$ cat config.mk
export PLATFORM = sky130hd
export DESIGN_NAME = csv_four_field_line_parser
export DESIGN_NICKNAME = d
export VERILOG_FILES = /design/src/hw/rtl/csvp_pkg.sv /design/src/hw/rtl/csv_four_field_line_parser.sv /design/src/hw/rtl/csvp_char_class.sv /design/src/hw/rtl/csvp_line_fsm.sv /design/src/hw/rtl/csvp_out_reg.sv
export VERILOG_INCLUDE_DIRS = /design/src /design/src/hw/rtl
export SDC_FILE = /design/constraint.sdc
export NUM_CORES = 1
export LEC_CHECK = 0
export ABC_AREA = 1
export BUFFER_PORTS_ARGS = -buffer_cell sky130_fd_sc_hd__buf_2
export CAP_MARGIN = 25
export CORE_AREA = 2 2 140 142
export DETAILED_ROUTE_END_ITERATION = 7
export DIE_AREA = 0 0 142 144
export PLACE_DENSITY_LB_ADDON = 0.2
export SYNTH_ARGS = -nofsm -noshare
export SYNTH_HDL_FRONTEND = slang
export SYNTH_HIERARCHICAL = 1
export SYNTH_SLANG_ARGS = --single-unit
$ cat constraint.sdc
create_clock -name clock -period 6.35 [get_ports clock]
set_input_delay 1.27 -clock clock [delete_from_list [all_inputs] [get_ports clock]]
set_output_delay 1.27 -clock clock [all_outputs]
set_load 0.05 [all_outputs]
$ cat src/hw/rtl/csv_four_field_line_parser_macros.svh
// Assertion macros shared by the line parser RTL.
// Included by the modules that carry concurrent assertions; no other dependencies.
`ifndef CSV_FOUR_FIELD_LINE_PARSER_MACROS_SVH
`define CSV_FOUR_FIELD_LINE_PARSER_MACROS_SVH

// Check a consequence in the same cycle as its antecedent
`define CSVP_ASSERT_NOW(label, clk, rst, ante, cons, msg) \
   label: assert property (@(posedge clk) disable iff (rst) (ante) |-> (cons)) \
      else $error(msg);

// Check a consequence in the cycle after its antecedent
`define CSVP_ASSERT_NEXT(label, clk, rst, ante, cons, msg) \
   label: assert property (@(posedge clk) disable iff (rst) (ante) |=> (cons)) \
      else $error(msg);

`endif

$ cat src/hw/rtl/csvp_pkg.sv
// Types and constants of the CSV four-field line parser.
// Used by every module of the block; depends on nothing.
package csvp_pkg;

   // Line parsing phase
   typedef enum logic [3:0] {
      PH_LEAD  = 4'd0,
      PH_HDR_R = 4'd1,
      PH_HDR_P = 4'd2,
      PH_SKIP  = 4'd3,
      PH_ERR   = 4'd4,
      PH_PRE   = 4'd5,
      PH_NUM   = 4'd6,
      PH_POST  = 4'd7,
      PH_TAIL  = 4'd8
   } phase_type;

   // Result status codes
   typedef enum logic [1:0] {
      ST_ROW  = 2'd0,
      ST_SKIP = 2'd1,
      ST_ERR  = 2'd2
   } status_type;

   localparam int unsigned ACC_W = 20;
   localparam int unsigned PROD_W = 24;
   localparam int unsigned NUM_FIELDS = 4;
   localparam logic [1:0] LAST_COL = 2'd3;

   localparam logic [ACC_W-1:0] ACC_MAX  = 20'd999999;
   localparam logic [ACC_W-1:0] WORD_MAX = 20'd65535;
   localparam logic [ACC_W-1:0] BYTE_MAX = 20'd255;

   // Character codes
   localparam logic [7:0] CH_NUL     = 8'h00;
   localparam logic [7:0] CH_TAB     = 8'h09;
   localparam logic [7:0] CH_SPACE   = 8'h20;
   localparam logic [7:0] CH_HASH    = 8'h23;
   localparam logic [7:0] CH_COMMA   = 8'h2C;
   localparam logic [7:0] CH_ZERO    = 8'h30;
   localparam logic [7:0] CH_NINE    = 8'h39;
   localparam logic [7:0] CH_SEMI    = 8'h3B;
   localparam logic [7:0] CH_UP_M    = 8'h4D;
   localparam logic [7:0] CH_UP_P    = 8'h50;
   localparam logic [7:0] CH_UP_R    = 8'h52;
   localparam logic [7:0] CH_LOW_A   = 8'h61;
   localparam logic [7:0] CH_LOW_Z   = 8'h7A;
   localparam logic [7:0] CASE_GAP   = 8'h20;

   // Classification of one input byte
   typedef struct packed {
      logic       is_nul;
      logic       is_blank;
      logic       is_digit;
      logic [3:0] digit;
      logic       is_comma;
      logic       is_comment;
      logic       is_r;
      logic       is_p;
      logic       is_m;
   } char_class_type;

   // One result item
   typedef struct packed {
      status_type  status;
      logic [15:0] rpm;
      logic [7:0]  inj_pulse;
      logic [15:0] ign_angle;
      logic [15:0] inj_end_angle;
   } result_type;

endpackage

$ cat src/hw/rtl/csv_four_field_line_parser.sv
// CSV four-field line parser, top level.
//
// Input channel req_*: one text byte per item on req_ch; a zero byte ends the
// line. Result channel rsp_*: one item per line, given at its terminator, with
// rsp_status (0 parsed row, 1 skipped line, 2 format error) and the four
// numbers rpm, inj_pulse, ign_angle and inj_end_angle, zero unless a row parsed.
// Both channels use valid and stall; an item moves when valid is high and
// stall is low.
// A terminator accepted into the input register is parsed there and its result
// is captured in the result register, which raises rsp_valid. Other bytes give none.
// Throughput: one byte per cycle while req_stall is low, set by the parse step
// between the input register and the result register.
// Reset clears the input and result valid flags and returns the parser to the
// start of a line. While rsp_stall holds a result, bytes that are not
// terminators keep flowing; a terminator waits in the input register and
// req_stall rises until the result register frees.
// Depends on csvp_pkg, csvp_char_class, csvp_line_fsm, csvp_out_reg.
`include "csv_four_field_line_parser_macros.svh"
module csv_four_field_line_parser (
   input  logic        clock,
   input  logic        reset,
   input  logic        req_valid,
   output logic        req_stall,
   input  logic [7:0]  req_ch,
   output logic        rsp_valid,
   input  logic        rsp_stall,
   output logic [1:0]  rsp_status,
   output logic [15:0] rsp_rpm,
   output logic [7:0]  rsp_inj_pulse,
   output logic [15:0] rsp_ign_angle,
   output logic [15:0] rsp_inj_end_angle
);
   import csvp_pkg::*;

   logic           in_vld_ff, in_vld_in;
   logic [7:0]     in_ch_ff;
   char_class_type cls;
   result_type     result;
   logic           out_ready;
   logic           advance;
   logic           take;
   logic           term_step;
   logic           non_row;
   logic           fields_zero;

   csvp_char_class u_class (
      .ch  (in_ch_ff),
      .cls (cls)
   );

   // Process the held byte unless it is a terminator facing a full result register
   assign advance   = in_vld_ff && (!cls.is_nul || out_ready);
   assign req_stall = in_vld_ff && !advance;
   assign take      = req_valid && !req_stall;
   assign term_step = advance && cls.is_nul;

   always_comb begin
      priority if (take) in_vld_in = 1'b1;
      else if (advance)  in_vld_in = 1'b0;
      else               in_vld_in = in_vld_ff;
   end

   always_ff @(posedge clock) begin
      if (reset) begin
         in_vld_ff <= 1'b0;
      end else begin
         in_vld_ff <= in_vld_in;
      end
   end

   // Hold the accepted byte
   always_ff @(posedge clock) begin
      if (take) begin
         in_ch_ff <= req_ch;
      end
   end

   csvp_line_fsm u_fsm (
      .clock  (clock),
      .reset  (reset),
      .step   (advance),
      .cls    (cls),
      .result (result)
   );

   csvp_out_reg u_out (
      .clock             (clock),
      .reset             (reset),
      .load              (term_step),
      .result            (result),
      .ready             (out_ready),
      .rsp_valid         (rsp_valid),
      .rsp_stall         (rsp_stall),
      .rsp_status        (rsp_status),
      .rsp_rpm           (rsp_rpm),
      .rsp_inj_pulse     (rsp_inj_pulse),
      .rsp_ign_angle     (rsp_ign_angle),
      .rsp_inj_end_angle (rsp_inj_end_angle)
   );

   assign non_row     = rsp_valid && (rsp_status != ST_ROW);
   assign fields_zero = (rsp_rpm == 16'd0) && (rsp_inj_pulse == 8'd0) &&
                        (rsp_ign_angle == 16'd0) && (rsp_inj_end_angle == 16'd0);

   `CSVP_ASSERT_NEXT(a_term_gives_result, clock, reset, term_step, rsp_valid, "result lost")
   `CSVP_ASSERT_NOW(a_zero_unless_row, clock, reset, non_row, fields_zero, "fields on non-row")

endmodule

$ cat src/hw/rtl/csvp_char_class.sv
// Byte classifier of the line parser: blanks, digits, separators, header letters.
// Depends on csvp_pkg.
module csvp_char_class (
   input  logic [7:0]               ch,
   output csvp_pkg::char_class_type cls
);
   import csvp_pkg::*;

   logic [7:0] upper;

   // Fold lower-case letters to upper case
   always_comb begin
      if (ch >= CH_LOW_A && ch <= CH_LOW_Z) begin
         upper = ch - CASE_GAP;
      end else begin
         upper = ch;
      end
   end

   // Classify the byte
   always_comb begin
      cls.is_nul     = (ch == CH_NUL);
      cls.is_blank   = (ch == CH_SPACE) || (ch == CH_TAB);
      cls.is_digit   = (ch >= CH_ZERO) && (ch <= CH_NINE);
      cls.digit      = 4'(ch - CH_ZERO);
      cls.is_comma   = (ch == CH_COMMA);
      cls.is_comment = (ch == CH_HASH) || (ch == CH_SEMI);
      cls.is_r       = (upper == CH_UP_R);
      cls.is_p       = (upper == CH_UP_P);
      cls.is_m       = (upper == CH_UP_M);
   end

endmodule

$ cat src/hw/rtl/csvp_line_fsm.sv
// Line parsing state machine: phase, column, decimal accumulator and field store.
// Depends on csvp_pkg and the assertion macro header.
`include "csv_four_field_line_parser_macros.svh"
module csvp_line_fsm (
   input  logic                     clock,
   input  logic                     reset,
   input  logic                     step,
   input  csvp_pkg::char_class_type cls,
   output csvp_pkg::result_type     result
);
   import csvp_pkg::*;

   phase_type        phase_ff, phase_in;
   logic [1:0]       col_ff, col_in;
   logic [ACC_W-1:0] acc_ff, acc_in;
   logic [ACC_W-1:0] field_ff [NUM_FIELDS];

   logic [PROD_W-1:0] prod;
   logic              ovf;
   logic              fld_we;
   logic [1:0]        fld_idx;
   logic [ACC_W-1:0]  fld_val;
   logic              in_row;
   logic              in_limits;
   logic              at_line_start;

   // Multiply by ten and add the new digit
   assign prod = {1'b0, acc_ff, 3'b000} + {3'b000, acc_ff, 1'b0} + {20'd0, cls.digit};
   assign ovf  = (prod > PROD_W'(ACC_MAX));

   // Next phase
   always_comb begin
      phase_in = phase_ff;
      if (cls.is_nul) begin
         phase_in = PH_LEAD;
      end else begin
         unique case (phase_ff)
            PH_LEAD: begin
               priority if (cls.is_blank) phase_in = PH_LEAD;
               else if (cls.is_comment)   phase_in = PH_SKIP;
               else if (cls.is_r)         phase_in = PH_HDR_R;
               else if (cls.is_digit)     phase_in = PH_NUM;
               else                       phase_in = PH_ERR;
            end
            PH_HDR_R: phase_in = cls.is_p ? PH_HDR_P : PH_ERR;
            PH_HDR_P: phase_in = cls.is_m ? PH_SKIP : PH_ERR;
            PH_SKIP:  phase_in = PH_SKIP;
            PH_ERR:   phase_in = PH_ERR;
            PH_PRE: begin
               priority if (cls.is_blank) phase_in = PH_PRE;
               else if (cls.is_digit)     phase_in = PH_NUM;
               else                       phase_in = PH_ERR;
            end
            PH_NUM: begin
               priority if (cls.is_digit) phase_in = ovf ? PH_ERR : PH_NUM;
               else if (col_ff == LAST_COL)
                  phase_in = (cls.is_blank || cls.is_comma) ? PH_TAIL : PH_ERR;
               else if (cls.is_blank)     phase_in = PH_POST;
               else if (cls.is_comma)     phase_in = PH_PRE;
               else                       phase_in = PH_ERR;
            end
            PH_POST: begin
               priority if (cls.is_blank) phase_in = PH_POST;
               else if (col_ff == LAST_COL)
                  phase_in = cls.is_comma ? PH_TAIL : PH_ERR;
               else if (cls.is_comma)     phase_in = PH_PRE;
               else                       phase_in = PH_ERR;
            end
            PH_TAIL: phase_in = (cls.is_blank || cls.is_comma) ? PH_TAIL : PH_ERR;
            default: phase_in = PH_ERR;
         endcase
      end
   end

   // Column, accumulator and field store updates
   always_comb begin
      col_in  = col_ff;
      acc_in  = acc_ff;
      fld_we  = 1'b0;
      fld_idx = col_ff;
      fld_val = prod[ACC_W-1:0];
      if (cls.is_nul) begin
         col_in = 2'd0;
         acc_in = '0;
      end else begin
         unique case (phase_ff)
            PH_LEAD: begin
               if (!cls.is_blank && !cls.is_comment && !cls.is_r && cls.is_digit) begin
                  col_in  = 2'd0;
                  acc_in  = ACC_W'(cls.digit);
                  fld_we  = 1'b1;
                  fld_idx = 2'd0;
                  fld_val = ACC_W'(cls.digit);
               end
            end
            PH_PRE: begin
               if (!cls.is_blank && cls.is_digit) begin
                  acc_in  = ACC_W'(cls.digit);
                  fld_we  = 1'b1;
                  fld_val = ACC_W'(cls.digit);
               end
            end
            PH_NUM: begin
               priority if (cls.is_digit) begin
                  if (!ovf) begin
                     acc_in = prod[ACC_W-1:0];
                     fld_we = 1'b1;
                  end
               end else if (col_ff != LAST_COL && !cls.is_blank && cls.is_comma) begin
                  col_in = col_ff + 2'd1;
                  acc_in = '0;
               end else begin
                  acc_in = acc_ff;
               end
            end
            PH_POST: begin
               if (!cls.is_blank && col_ff != LAST_COL && cls.is_comma) begin
                  col_in = col_ff + 2'd1;
                  acc_in = '0;
               end
            end
            default: begin
               acc_in = acc_ff;
            end
         endcase
      end
   end

   // Result at the terminator
   assign in_row = (col_ff == LAST_COL) &&
                   (phase_ff == PH_NUM || phase_ff == PH_POST || phase_ff == PH_TAIL);
   assign in_limits = (field_ff[0] <= WORD_MAX) && (field_ff[1] <= BYTE_MAX) &&
                      (field_ff[2] <= WORD_MAX) && (field_ff[3] <= WORD_MAX);

   always_comb begin
      result = '0;
      priority if (phase_ff == PH_LEAD || phase_ff == PH_SKIP) begin
         result.status = ST_SKIP;
      end else if (in_row && in_limits) begin
         result.status        = ST_ROW;
         result.rpm           = field_ff[0][15:0];
         result.inj_pulse     = field_ff[1][7:0];
         result.ign_angle     = field_ff[2][15:0];
         result.inj_end_angle = field_ff[3][15:0];
      end else begin
         result.status = ST_ERR;
      end
   end

   // Advance the parse state on each processed item
   always_ff @(posedge clock) begin
      if (reset) begin
         phase_ff <= PH_LEAD;
         col_ff   <= 2'd0;
         acc_ff   <= '0;
      end else if (step) begin
         phase_ff <= phase_in;
         col_ff   <= col_in;
         acc_ff   <= acc_in;
      end
   end

   // Hold the field values; written only as digits arrive
   always_ff @(posedge clock) begin
      if (step && fld_we) begin
         field_ff[fld_idx] <= fld_val;
      end
   end

   assign at_line_start = (phase_ff == PH_LEAD) && (col_ff == 2'd0) && (acc_ff == '0);

   `CSVP_ASSERT_NOW(a_acc_bound, clock, reset, 1'b1, acc_ff <= ACC_MAX, "accumulator above limit")
   `CSVP_ASSERT_NEXT(a_line_restart, clock, reset, step && cls.is_nul, at_line_start, "no restart")

endmodule

$ cat src/hw/rtl/csvp_out_reg.sv
// Result register of the line parser, with valid and stall handshake.
// Depends on csvp_pkg.
module csvp_out_reg (
   input  logic                 clock,
   input  logic                 reset,
   input  logic                 load,
   input  csvp_pkg::result_type result,
   output logic                 ready,
   output logic                 rsp_valid,
   input  logic                 rsp_stall,
   output logic [1:0]           rsp_status,
   output logic [15:0]          rsp_rpm,
   output logic [7:0]           rsp_inj_pulse,
   output logic [15:0]          rsp_ign_angle,
   output logic [15:0]          rsp_inj_end_angle
);
   import csvp_pkg::*;

   logic       vld_ff, vld_in;
   result_type res_ff;

   // Free when empty or when the held item leaves this cycle
   assign ready = !vld_ff || !rsp_stall;

   always_comb begin
      priority if (load) vld_in = 1'b1;
      else if (ready)    vld_in = 1'b0;
      else               vld_in = vld_ff;
   end

   always_ff @(posedge clock) begin
      if (reset) begin
         vld_ff <= 1'b0;
      end else begin
         vld_ff <= vld_in;
      end
   end

   // Capture the result item
   always_ff @(posedge clock) begin
      if (load) begin
         res_ff <= result;
      end
   end

   assign rsp_valid         = vld_ff;
   assign rsp_status        = res_ff.status;
   assign rsp_rpm           = res_ff.rpm;
   assign rsp_inj_pulse     = res_ff.inj_pulse;
   assign rsp_ign_angle     = res_ff.ign_angle;
   assign rsp_inj_end_angle = res_ff.inj_end_angle;

endmodule

==> reports/qor.yml <==
sta:
  worstMarginPinSlew_ps: 1073
  max_freq_mhz: 223.5
  fin_ws_ps: 1875
  maxSlewHeadroom_pct: 28.09
  post-route-min-period_ps: 4475
  finalCritPeriodShare_pct: 70.47
  setup_violations: 0
  clock_skew_ps: 19.96
  tns_ps: 0
  grt_setup_unrepaired: "no"
  hold_violations: 0
  drv_slew: 0
floorplanning:
  rows: 51
  initial_core_util_pct: 47.12
  die_y_um: 144
  die_width_um: 142
  io-pin-count: 72
  coreArea_sq_um: 19080
  die_area_sq_um: 20450
logic_synthesis:
  syn_avg_cell_area_sq_um: 9.677
  ys_seq_area_share_pct: 55.00
  netlist_area_sq_um: 8990
  async_flop_share_pct: 0
  synthMuxAreaShare_pct: 0
  synth-xor-area-share_pct: 0.3897
  synth-edff-count: 146
  yosys.area_share.simple_pct: 24.38
  ys_types: 47
  syn-instance-count: 929
  synth-compound-area-share_pct: 7.516
  synth_fp_nets: 985
  ys_ff_latch: 174
  synth_top_family_by_area: "simple AND/OR/NAND/NOR gates"
  synthFlopType: "edfxtp_1"
  synthAdderAreaFrac_pct: 6.291
  yosysWarnings: 6
status:
  run_status: "complete, no violations"
global_routing:
  grt_usage_pct: 20.74
  grt_max_degree: 60
  grt_pass1_vias: 6294
  grt_pass1_wl_um: 32840
  grt-ovfl-total: 0
  antenna_found_initial: 0
finish:
  num-fill-cells: 1733
  drive_above_1_share_pct: 14.47
  fin_nets: 1052
  antenna_cells: 0
  area_growth_pct: 13.82
clock_tree:
  numCtsBuffers: 17
  cts_setup_buffers: 0
  clk_pin_slew_ps: 70
  cts-htree-levels: 4
  clock-sinks: 174
  postCtsHoldBufs: 0
  root_buffer: "clkbuf_16"
  clock_path_buffers: 2
  clock_latency_ps: 430
  cts_tree: "yes"
  post_cts_resize_count: 0
worst_setup_path:
  cp.required_ps: 6470
  endpoint_kind: "flop"
  crit_arrival_ps: 4590
  reg2reg_depth: 17
  critPathMaxFanout: 12
  worstSetupPathType: "reg -> reg"
  cp-start-kind: "flop"
  reg2reg_from: "in_ch_ff[3]"
  r2r_setup_slack_ps: 1880
  r2r-end: "u_fsm/field_ff[1][19]"
detailed_routing:
  dr.pass1.iters: 7
  vias: 6712
  wl_um: 20450
  drc: 0
  drt-initial-drc-count: 589
  ant_nets: 0
  viasPerCell: 5.383
  wire_per_inst_um: 16.40
place:
  dp_slack_ps: 1931
  dpl.hpwl_um: 14660
  gp_congestion: 0.9352
  io_buffer_count: 71
run:
  maxCapViolCount: 0
pwr:
  irDropWorstVdd_mv: 0.1990
  powerDensity_nw_per_um2: 242.7
  pwr-share-clk_pct: 41.9
  p_comb_share_pct: 7.1
  sw_frac_of_total_pct: 24.90
  leakage_nw: 3.853
  power_frac_seq_pct: 51.1
  switchingPower_mw: 0.6184
  p_int_mw: 1.865
worst_hold_path:
  hp-start: "u_out/rsp_valid"
  whs_endpoint: "u_out/rsp_valid"
  whs_path_depth: 2
  hold_class: "reg -> reg"
Yosys cell counts, types with 8 or more instances:
library cell	count	area share [%]
inv_1	104	4.3
nand2_1	168	7.0
nor4_1	8	0.56
dfxtp_1	28	6.2
nand3_1	61	3.4
clkbuf_1	18	0.75
nand3b_1	13	1.1
a21oi_1	50	2.8
nor2_1	97	4.1
edfxtp_1	146	49
o21ai_0	21	1.2
nor3_1	13	0.72
nand4_1	12	0.84
nor3b_1	56	4.7
buf_2	8	0.45
ha_1	42	5.8
per-stage QoR:
step	hold slack, ps	cell area (sq um)	total power, mW	utilization [%]	cells
floorplan	452.3	8990	1.410	-	929
global placement	455.5	9558	1.466	50.10	1212
detailed placement	464.6	9641	1.466	50.53	1215
CTS	475.7	10230	2.507	53.63	1247
global route	488.3	10230	2.574	53.63	1247
finish	472.2	10230	2.483	53.63	1247
state kept, by name (all words and copies together) (netlist names):
name	cells
u_fsm/field_ff	80
u_out/rsp_inj_end_angle	16
u_out/rsp_status	2
u_out/rsp_ign_angle	16
in_ch_ff	8
u_out/rsp_rpm	16
u_out/rsp_inj_pulse	8
in_vld_ff	1
u_fsm/col_ff	2
u_fsm/phase_ff	4
u_out/rsp_valid	1
u_fsm/acc_ff	20
worst max-delay path by stage:
| stage | from | endpoint | slack, ps | cells past startpoint |
|---|---|---|---|---|
| after floorplan | in_ch_ff[3] | u_fsm/field_ff[1][0] | 2410 | 19 |
| after global placement | in_ch_ff[3] | u_fsm/field_ff[3][11] | 2020 | 16 |
| after detailed placement | in_ch_ff[3] | u_fsm/field_ff[1][13] | 1930 | 17 |
| after CTS | in_ch_ff[3] | u_fsm/field_ff[1][9] | 1850 | 19 |
| after global routing | in_ch_ff[3] | u_fsm/field_ff[1][19] | 1500 | 17 |
| final | in_ch_ff[3] | u_fsm/field_ff[1][19] | 1880 | 17 |
layout make-up:
class                   instances  area, sq um  area share [%]
flip-flops and latches        174         4945           48.32
clock inverters                15        166.4           1.626
clock buffers                  17        425.4           4.158
inverters                     108        405.4           3.962
well taps                     238        297.8           2.910
repair buffers                 81        490.5           4.793
multi-input cells             614         3502           34.23
kinds of logic (layout without fill, tap and decap cells):
family,Yosys count,after routing
XOR/XNOR,4,4
AO/OA/AOI/OAI,115,115
buffers and inverters,141,221
adder cells (fa/ha/maj),44,44
AND/OR/NAND/NOR,451,451
flip-flops,174,174
layout by cell type, fill, tap and decap left out, types with 6 or more instances in the layout:
| master | instances |
|---|---|
| nand3_1 | 61 |
| a21oi_2 | 6 |
| o211ai_1 | 6 |
| nand4_1 | 12 |
| ha_1 | 42 |
| buf_4 | 7 |
| nor4_1 | 8 |
| inv_1 | 103 |
| nand3b_1 | 13 |
| nor2_1 | 95 |
| dfxtp_1 | 28 |
| buf_2 | 71 |
| o21ai_0 | 21 |
| edfxtp_1 | 146 |
| a21oi_1 | 50 |
| nor3b_1 | 56 |
| nor3_1 | 13 |
| clkbuf_16 | 17 |
| nand2_1 | 168 |
| nor2_2 | 7 |
metal layers:
metal,wire (um),track usage [%],vias up
li1,-,-,3344
met1,10130,29.66,3192
met2,9323,32.75,166
met3,823,3.510,10
met4,171,5.895,0
met5,0,0,-
worst max-delay path, stage by stage (launching register included):
cell	delay, ps
edfxtp_1	480
inv_1	120
fa_1	600
inv_1	60
ha_1	280
nand3_1	110
nor2_1	70
inv_1	70
nand2_1	120
a31oi_1	220
xor2_1	390
nand2_1	100
nand2_1	80
nand3_1	140
nand2_1	110
nand3_1	170
nor2_1	680
buf_4	330
power groups by stage:
stage	clock, mW	sequential [mW]	combinational, mW
global placement	0	1.29	0.173
floorplan	0	1.29	0.122
CTS	1.06	1.27	0.174
detailed placement	0	1.29	0.173
finish	1.04	1.27	0.176
global route	1.11	1.27	0.198
Note: power is estimated with default switching activity, not from simulation.
